File: src/design/integer_to_ascii_base_n_core_assert.svh
// ----------------------------------------------------------------------------
// Assertion macros for the radix conversion core
// Concurrent assertion wrappers that compile away in synthesis.
// ----------------------------------------------------------------------------
`ifndef INTEGER_TO_ASCII_BASE_N_CORE_ASSERT_SVH
`define INTEGER_TO_ASCII_BASE_N_CORE_ASSERT_SVH

`ifndef SYNTHESIS
// The property must hold at every clock edge outside reset.
`define ITOA_ASSERT(lbl, clk, rst_n, prop) \
  lbl: assert property (@(posedge clk) disable iff (!rst_n) prop) \
    else $error("itoa core assertion failed");
// The expression must never be true outside reset.
`define ITOA_ASSERT_NEVER(lbl, clk, rst_n, expr) \
  lbl: assert property (@(posedge clk) disable iff (!rst_n) !(expr)) \
    else $error("itoa core forbidden condition seen");
`else
`define ITOA_ASSERT(lbl, clk, rst_n, prop)
`define ITOA_ASSERT_NEVER(lbl, clk, rst_n, expr)
`endif

`endif

File: src/design/itoa_pkg.sv
// ----------------------------------------------------------------------------
// Radix conversion package
// Shared constants, controller types and the digit to ASCII mapping.
// ----------------------------------------------------------------------------
package itoa_pkg;

  localparam int unsigned VALUE_BITS_DEF  = 16;
  localparam int unsigned STACK_DEPTH_DEF = 16;

  localparam int unsigned RADIX_W = 6;
  localparam int unsigned CHAR_W  = 7;

  localparam logic [RADIX_W-1:0] RADIX_MIN   = 6'd2;
  localparam logic [RADIX_W-1:0] RADIX_MAX   = 6'd36;
  localparam logic [RADIX_W-1:0] RADIX_RESET = 6'd10;

  localparam logic [CHAR_W-1:0] CHAR_ZERO  = 7'd48;
  localparam logic [CHAR_W-1:0] CHAR_NINE  = 7'd57;
  localparam logic [CHAR_W-1:0] LETTER_GAP = 7'd7;

  typedef enum logic [2:0] {
    ST_IDLE,
    ST_DIV,
    ST_PUSH,
    ST_READ,
    ST_EMIT
  } state_e;

  // Commands from the controller to the datapath.
  typedef struct packed {
    logic load;
    logic step;
    logic push;
    logic pop;
  } cmd_t;

  // Status from the datapath to the controller.
  typedef struct packed {
    logic div_done;
    logic quot_zero;
    logic stack_empty;
  } sts_t;

  function automatic logic [CHAR_W-1:0] to_char(input logic [RADIX_W-1:0] d);
    logic [CHAR_W-1:0] c;
    c = CHAR_W'(d) + CHAR_ZERO;
    if (c > CHAR_NINE) begin
      c = c + LETTER_GAP;
    end
    return c;
  endfunction

endpackage

File: src/design/integer_to_ascii_base_n_core.sv
// ----------------------------------------------------------------------------
// Integer to ASCII radix conversion core
// Converts an unsigned value to its digits in the configured base, MSD first.
// ----------------------------------------------------------------------------
// Digits are computed into a stack, then popped and emitted; one item at a time.
// The bit-serial divider produces one quotient bit per cycle.
// Reset: asynchronous, active low; base returns to 10, the block to idle.
// ----------------------------------------------------------------------------
module integer_to_ascii_base_n_core #(
  parameter int unsigned VALUE_BITS  = itoa_pkg::VALUE_BITS_DEF,
  parameter int unsigned STACK_DEPTH = itoa_pkg::STACK_DEPTH_DEF
) (
  input  logic                         clk_i,
  input  logic                         rst_ni,
  input  logic                         cfg_valid_i,
  output logic                         cfg_ready_o,
  input  logic [itoa_pkg::RADIX_W-1:0] radix_i,
  input  logic                         in_valid_i,
  output logic                         in_ready_o,
  input  logic [VALUE_BITS-1:0]        value_i,
  output logic                         out_valid_o,
  input  logic                         out_ready_i,
  output logic [itoa_pkg::CHAR_W-1:0]  digit_char_o,
  output logic                         last_digit_o
);
  import itoa_pkg::*;

  cmd_t cmd;
  sts_t sts;

  assign cfg_ready_o = 1'b1;

  itoa_ctrl u_ctrl (
    .clk_i        (clk_i),
    .rst_ni       (rst_ni),
    .in_valid_i   (in_valid_i),
    .in_ready_o   (in_ready_o),
    .out_valid_o  (out_valid_o),
    .out_ready_i  (out_ready_i),
    .last_digit_o (last_digit_o),
    .sts_i        (sts),
    .cmd_o        (cmd)
  );

  itoa_dp #(
    .VALUE_BITS  (VALUE_BITS),
    .STACK_DEPTH (STACK_DEPTH)
  ) u_dp (
    .clk_i        (clk_i),
    .rst_ni       (rst_ni),
    .cfg_we_i     (cfg_valid_i && cfg_ready_o),
    .radix_i      (radix_i),
    .value_i      (value_i),
    .cmd_i        (cmd),
    .sts_o        (sts),
    .digit_char_o (digit_char_o)
  );

endmodule

File: src/design/itoa_dp.sv
// ----------------------------------------------------------------------------
// Radix conversion datapath
// Radix register, bit-serial restoring divider and the digit stack memory.
// ----------------------------------------------------------------------------
module itoa_dp #(
  parameter int unsigned VALUE_BITS  = itoa_pkg::VALUE_BITS_DEF,
  parameter int unsigned STACK_DEPTH = itoa_pkg::STACK_DEPTH_DEF
) (
  input  logic                          clk_i,
  input  logic                          rst_ni,
  input  logic                          cfg_we_i,
  input  logic [itoa_pkg::RADIX_W-1:0]  radix_i,
  input  logic [VALUE_BITS-1:0]         value_i,
  input  itoa_pkg::cmd_t                cmd_i,
  output itoa_pkg::sts_t                sts_o,
  output logic [itoa_pkg::CHAR_W-1:0]   digit_char_o
);
  import itoa_pkg::*;

  localparam int unsigned BIT_CNT_W = (VALUE_BITS > 1) ? $clog2(VALUE_BITS) : 1;
  localparam int unsigned CNT_W     = $clog2(STACK_DEPTH + 1);
  localparam int unsigned IDX_W     = (STACK_DEPTH > 1) ? $clog2(STACK_DEPTH) : 1;

  logic [RADIX_W-1:0]    radix_q, radix_d;
  logic [VALUE_BITS-1:0] quot_q, quot_d;
  logic [RADIX_W-1:0]    rem_q, rem_d;
  logic [BIT_CNT_W-1:0]  bit_cnt_q, bit_cnt_d;
  logic [CNT_W-1:0]      count_q, count_d;
  logic [RADIX_W-1:0]    rd_q;
  logic [RADIX_W-1:0]    stack_mem [STACK_DEPTH];

  logic [RADIX_W:0]      trial;
  logic                  trial_ge;
  logic                  stack_full;
  logic [CNT_W-1:0]      count_dec;

  // Writes are clamped into the supported range of bases.
  always_comb begin
    radix_d = radix_q;
    if (cfg_we_i) begin
      if (radix_i < RADIX_MIN) begin
        radix_d = RADIX_MIN;
      end else if (radix_i > RADIX_MAX) begin
        radix_d = RADIX_MAX;
      end else begin
        radix_d = radix_i;
      end
    end
  end

  // One restoring division step: shift in the next dividend bit, subtract
  // the base when it fits and shift the quotient bit into the dividend.
  assign trial      = {rem_q, quot_q[VALUE_BITS-1]};
  assign trial_ge   = (trial >= {1'b0, radix_q});
  assign stack_full = (count_q == CNT_W'(STACK_DEPTH));
  assign count_dec  = count_q - CNT_W'(1);

  always_comb begin
    quot_d    = quot_q;
    rem_d     = rem_q;
    bit_cnt_d = bit_cnt_q;
    count_d   = count_q;
    if (cmd_i.load) begin
      quot_d    = value_i;
      rem_d     = '0;
      bit_cnt_d = '0;
      count_d   = '0;
    end else if (cmd_i.step) begin
      quot_d    = {quot_q[VALUE_BITS-2:0], trial_ge};
      rem_d     = trial_ge ? RADIX_W'(trial - {1'b0, radix_q}) : trial[RADIX_W-1:0];
      bit_cnt_d = bit_cnt_q + BIT_CNT_W'(1);
    end else if (cmd_i.push) begin
      rem_d     = '0;
      bit_cnt_d = '0;
      if (!stack_full) begin
        count_d = count_q + CNT_W'(1);
      end
    end else if (cmd_i.pop) begin
      count_d = count_dec;
    end
  end

  always_ff @(posedge clk_i or negedge rst_ni) begin
    if (!rst_ni) begin
      radix_q   <= RADIX_RESET;
      quot_q    <= '0;
      rem_q     <= '0;
      bit_cnt_q <= '0;
      count_q   <= '0;
    end else begin
      radix_q   <= radix_d;
      quot_q    <= quot_d;
      rem_q     <= rem_d;
      bit_cnt_q <= bit_cnt_d;
      count_q   <= count_d;
    end
  end

  // Digit stack: pushes beyond the depth are dropped.
  always_ff @(posedge clk_i) begin
    if (cmd_i.push && !stack_full) begin
      stack_mem[count_q[IDX_W-1:0]] <= rem_q;
    end
  end

  always_ff @(posedge clk_i) begin
    if (cmd_i.pop) begin
      rd_q <= stack_mem[count_dec[IDX_W-1:0]];
    end
  end

  assign sts_o.div_done    = (bit_cnt_q == BIT_CNT_W'(VALUE_BITS - 1));
  assign sts_o.quot_zero   = (quot_q == '0);
  assign sts_o.stack_empty = (count_q == '0);
  assign digit_char_o      = to_char(rd_q);

endmodule

File: src/design/itoa_ctrl.sv
// ----------------------------------------------------------------------------
// Radix conversion controller
// Sequences loading, serial division, digit pushes and digit output.
// ----------------------------------------------------------------------------
`include "integer_to_ascii_base_n_core_assert.svh"

module itoa_ctrl (
  input  logic           clk_i,
  input  logic           rst_ni,
  input  logic           in_valid_i,
  output logic           in_ready_o,
  output logic           out_valid_o,
  input  logic           out_ready_i,
  output logic           last_digit_o,
  input  itoa_pkg::sts_t sts_i,
  output itoa_pkg::cmd_t cmd_o
);
  import itoa_pkg::*;

  state_e state_q, state_d;

  always_ff @(posedge clk_i or negedge rst_ni) begin
    if (!rst_ni) begin
      state_q <= ST_IDLE;
    end else begin
      state_q <= state_d;
    end
  end

  always_comb begin
    state_d      = state_q;
    cmd_o        = '0;
    in_ready_o   = 1'b0;
    out_valid_o  = 1'b0;
    last_digit_o = 1'b0;
    unique case (state_q)
      ST_IDLE: begin
        in_ready_o = 1'b1;
        if (in_valid_i) begin
          cmd_o.load = 1'b1;
          state_d    = ST_DIV;
        end
      end
      ST_DIV: begin
        cmd_o.step = 1'b1;
        if (sts_i.div_done) begin
          state_d = ST_PUSH;
        end
      end
      ST_PUSH: begin
        // A zero quotient ends the division loop; at least one digit exists.
        cmd_o.push = 1'b1;
        state_d    = sts_i.quot_zero ? ST_READ : ST_DIV;
      end
      ST_READ: begin
        cmd_o.pop = 1'b1;
        state_d   = ST_EMIT;
      end
      ST_EMIT: begin
        out_valid_o  = 1'b1;
        last_digit_o = sts_i.stack_empty;
        if (out_ready_i) begin
          state_d = sts_i.stack_empty ? ST_IDLE : ST_READ;
        end
      end
      default: begin
        state_d = ST_IDLE;
      end
    endcase
  end

  `ITOA_ASSERT_NEVER(a_pop_empty, clk_i, rst_ni, cmd_o.pop && sts_i.stack_empty)
  `ITOA_ASSERT_NEVER(a_busy_overlap, clk_i, rst_ni, in_ready_o && out_valid_o)
  `ITOA_ASSERT(a_last_to_idle, clk_i, rst_ni, out_valid_o && out_ready_i && last_digit_o |=> in_ready_o)
  `ITOA_ASSERT(a_push_after_div, clk_i, rst_ni, cmd_o.push |-> $past(cmd_o.step))

endmodule
File: config.mk
export PLATFORM = sky130hd
export DESIGN_NAME = integer_to_ascii_base_n_core
export DESIGN_NICKNAME = d
export VERILOG_FILES = /design/src/design/itoa_pkg.sv /design/src/design/integer_to_ascii_base_n_core.sv /design/src/design/itoa_dp.sv /design/src/design/itoa_ctrl.sv
export VERILOG_INCLUDE_DIRS = /design/src /design/src/design
export SDC_FILE = /design/constraint.sdc
export NUM_CORES = 1
export LEC_CHECK = 0
export BUFFER_PORTS_ARGS = -buffer_cell sky130_fd_sc_hd__buf_2
export CAP_MARGIN = 20
export CORE_MARGIN = 5
export CORE_UTILIZATION = 56
export CTS_BUF_LIST = sky130_fd_sc_hd__clkbuf_2
export DETAILED_ROUTE_END_ITERATION = 12
export HOLD_SLACK_MARGIN = 0.15
export PLACE_DENSITY_LB_ADDON = 0.3
export SLEW_MARGIN = 20
export SYNTH_ARGS = -nofsm -noshare
export SYNTH_HDL_FRONTEND = slang
export SYNTH_SLANG_ARGS = --single-unit
File: constraint.sdc
create_clock -name clk_i -period 2.34 [get_ports clk_i]
set_input_delay 0.234 -clock clk_i [delete_from_list [all_inputs] [get_ports clk_i]]
set_output_delay 0.234 -clock clk_i [all_outputs]
set_load 0.05 [all_outputs]
==> impl_metrics.toml <==
[power]
leakage_uw = 0.00312
power.density_nw_per_um2 = 1270
ir_drop_mv = 1.31

[timing]
fin_ws_ps = -276
timing.final.crit_share_pct = 112
fin_tns_setup_ps = -1220
hold_violations = 0
maxSlewHeadroom_pct = 49.6
fmax_ghz = 0.382
finClkSkew_ps = 23.0
rsz0062_at_grt = "true"
finalSetupViolations = 7
slew_viol_final = 0
fin_crit_ps = 2620
tightestPinTransition_ps = 752

[clock_network]
numCtsBuffers = 17
cts-root-buf = "clkbuf_2"
clkTransAtPathRegs_ps = 210
htreeDepth = 4
cts_buffer_depth = 2
insertion_delay_ps = 720
clock_sinks = 142
cts_tree = "done"

[placement]
place.gp.congestion = 0.834
dp_hpwl_mm = 9.01
place.port_buffers = 36

[die]
ioPinCount = 38
start_util_pct = 57.0
row_count = 39
floorplan.die.height_microns = 118
dieArea_sq_um = 13800
dieWidth_microns = 118
core_sq_um = 11400

[synthesis]
postSynthAreaPerCell_sq_um = 14.0
netlist.top_cell.by_area = "edfxtp_1"
synth-seq-cells = 142
async_flop_share_pct = 28.2
yosysMostFrequentCell = "edfxtp_1"
synth_cell_type_count = 59
netlist_area_sq_um = 6480
synth_edf_count = 102
synthCells = 462
synth_top_area_share_pct = 47.3
seq_area_frac_synth_pct = 62.8
synth_ff_type = "edfxtp_1"
yosys-top-cells-area = "edfxtp_1 (47%), dfrtp_1 (15%), mux4_2 (8.3%)"
syn-num-nets = 505
yosys-top-cells-count = "edfxtp_1 (102), nand2_1 (61), dfrtp_1 (38), nor2_1 (28), mux4_2 (24)"
yosysWarnings = 0

[job]
maxCapViolations = 0

[cells_and_area]
post-route-util_pct = 70.5
fill_cells = 753
drive_above_1_share_pct = 27.7
final_nets = 636
seqCellArea_sq_um = 4070
synthToLayoutAreaGrowth_pct = 23.7
multi_input_area_sq_um = 2310

[run_status]
failed_checks = "negative setup slack"
status = "finished with violations"

[worst_setup_path]
endpoint_kind = "output port"
cp_max_fo = 6
required_ps = 2110
crit_type = "flip-flop to output port"
crit_arrival_ps = 2380
worstSetupStartpointType = "flip-flop"

[detailed_routing]
wl_mm = 14.4
firstDrtPassIters = 7
antenna_left = 0
vias = 4327
wl_per_cell_microns = 19.2
route.detailed.drc = 0
via_per_inst = 5.77
drtIter0Drc = 252

[global_route]
antenna_found_initial = 1
grt_pass1_vias = 4428
grt.overflow.total = 0
grt_first_pass_wirelength_mm = 22.9
grt_start_max_net_pins = 39
grt_use_total_pct = 21.3

[worst_hold_path]
hold_class = "input pin to flip-flop"
[where the power goes]
group	total [uW]	leakage (uW)	internal, uW	switching (uW)
clock	1770	0.000185	832	937
sequential	3540	0.00144	3220	315
combinational	4900	0.00149	2200	2700
total	10200	0.00312	6260	3950
[layer usage]
layer / global-route usage [%] / vias up / share of wire, %
met5: 0 / - / 0
met4: 6.24 / 0 / 1.5
met3: 5.57 / 20 / 5.5
met2: 36.6 / 152 / 54
met1: 26.7 / 2141 / 39
li1: - / 2014 / -
[cell families (layout without fill, tap and decap cells)]
logic type / Yosys count / count (layout) / synth area share (%)
AOI/OAI and AO/OA: 82 / 82 / 8.73
xor gates and xnor gates: 13 / 13 / 2.16
adders and majority gates: 17 / 17 / 3.36
buffers and inverters: 37 / 181 / 3.15
DFF: 142 / 142 / 62.8
muxes: 33 / 33 / 9.73
other: 1 / 2 / 0.0579
and+or+nand+nor: 137 / 137 / 10.0
[worst max-delay path, stage by stage, from the launching register on]
cell	delay [ps]
edfxtp_1	470
ha_2	200
and4b_1	220
a21oi_4	210
o31a_1	200
xor2_1	160
buf_4	220
[placed cells by master (no fill, tap or decap), types with 17 or more instances in the layout]
cell type and n:
mux4_2 24, nand2_1 60, a22oi_1 22, dlygate4sd3_1 50
clkbuf_2 17, buf_2 27, o21ai_0 23, nor2_1 27
dfrtp_1 37, buf_4 52, edfxtp_1 102
[per-stage QoR]
step	cells	cell area (sq um)	power, uW	worst slack, ps	hold slack (ps)
final	750	8010	10200	-276	205
after global routing	750	8010	10800	-449	160
after CTS	746	7960	10100	-280	161
after detailed placement	652	6960	7720	140	413
after global placement	652	6960	7550	270	401
after floorplan	462	6500	6760	-3.78	-61.6
[area by class of cell]
class                           count  share of cell area, %
Clock buffer                       17                   1.06
Inverter                           16                  0.750
Clock inverter                     15                   2.90
Tap cell                          143                   2.23
Antenna cell                        1                 0.0312
Timing Repair Buffer              133                   13.5
Sequential cell                   142                   50.8
Multi-Input combinational cell    283                   28.8
[sequential cells by signal, summed over array words and instances (netlist names)]
register / count
u_dp.stack_mem: 96
u_dp.quot_q: 16
u_dp.radix_q: 6
u_dp.rd_q: 6
u_dp.rem_q: 6
u_dp.count_q: 5
u_dp.bit_cnt_q: 4
u_ctrl.state_q: 3
[final timing paths]
check,startpoint,end,slack [ps],cells after the start
max in group asynchronous,rst_ni,u_ctrl.state_q[0],1500,4
min in group asynchronous,rst_ni,u_dp.radix_q[1],620,3
min,out_ready_i,u_ctrl.state_q[2],210,3
max,u_dp.rd_q[0],digit_char_o[3],-280,6
max reg2reg,u_ctrl.state_q[0],u_dp.quot_q[7],130,6
min reg2reg,u_dp.bit_cnt_q[2],u_dp.bit_cnt_q[2],550,1
[what timing repair did]
action                                 in CTS  in global routing
setup endpoints to repair                   8                 13
endpoints found under the hold margin      80                  0
buffers inserted                           11                  3
pin swaps                                   8                  1
resized for setup                          24                  7
hold buffers                               51                  0
Power figures use the tool's default switching activity.
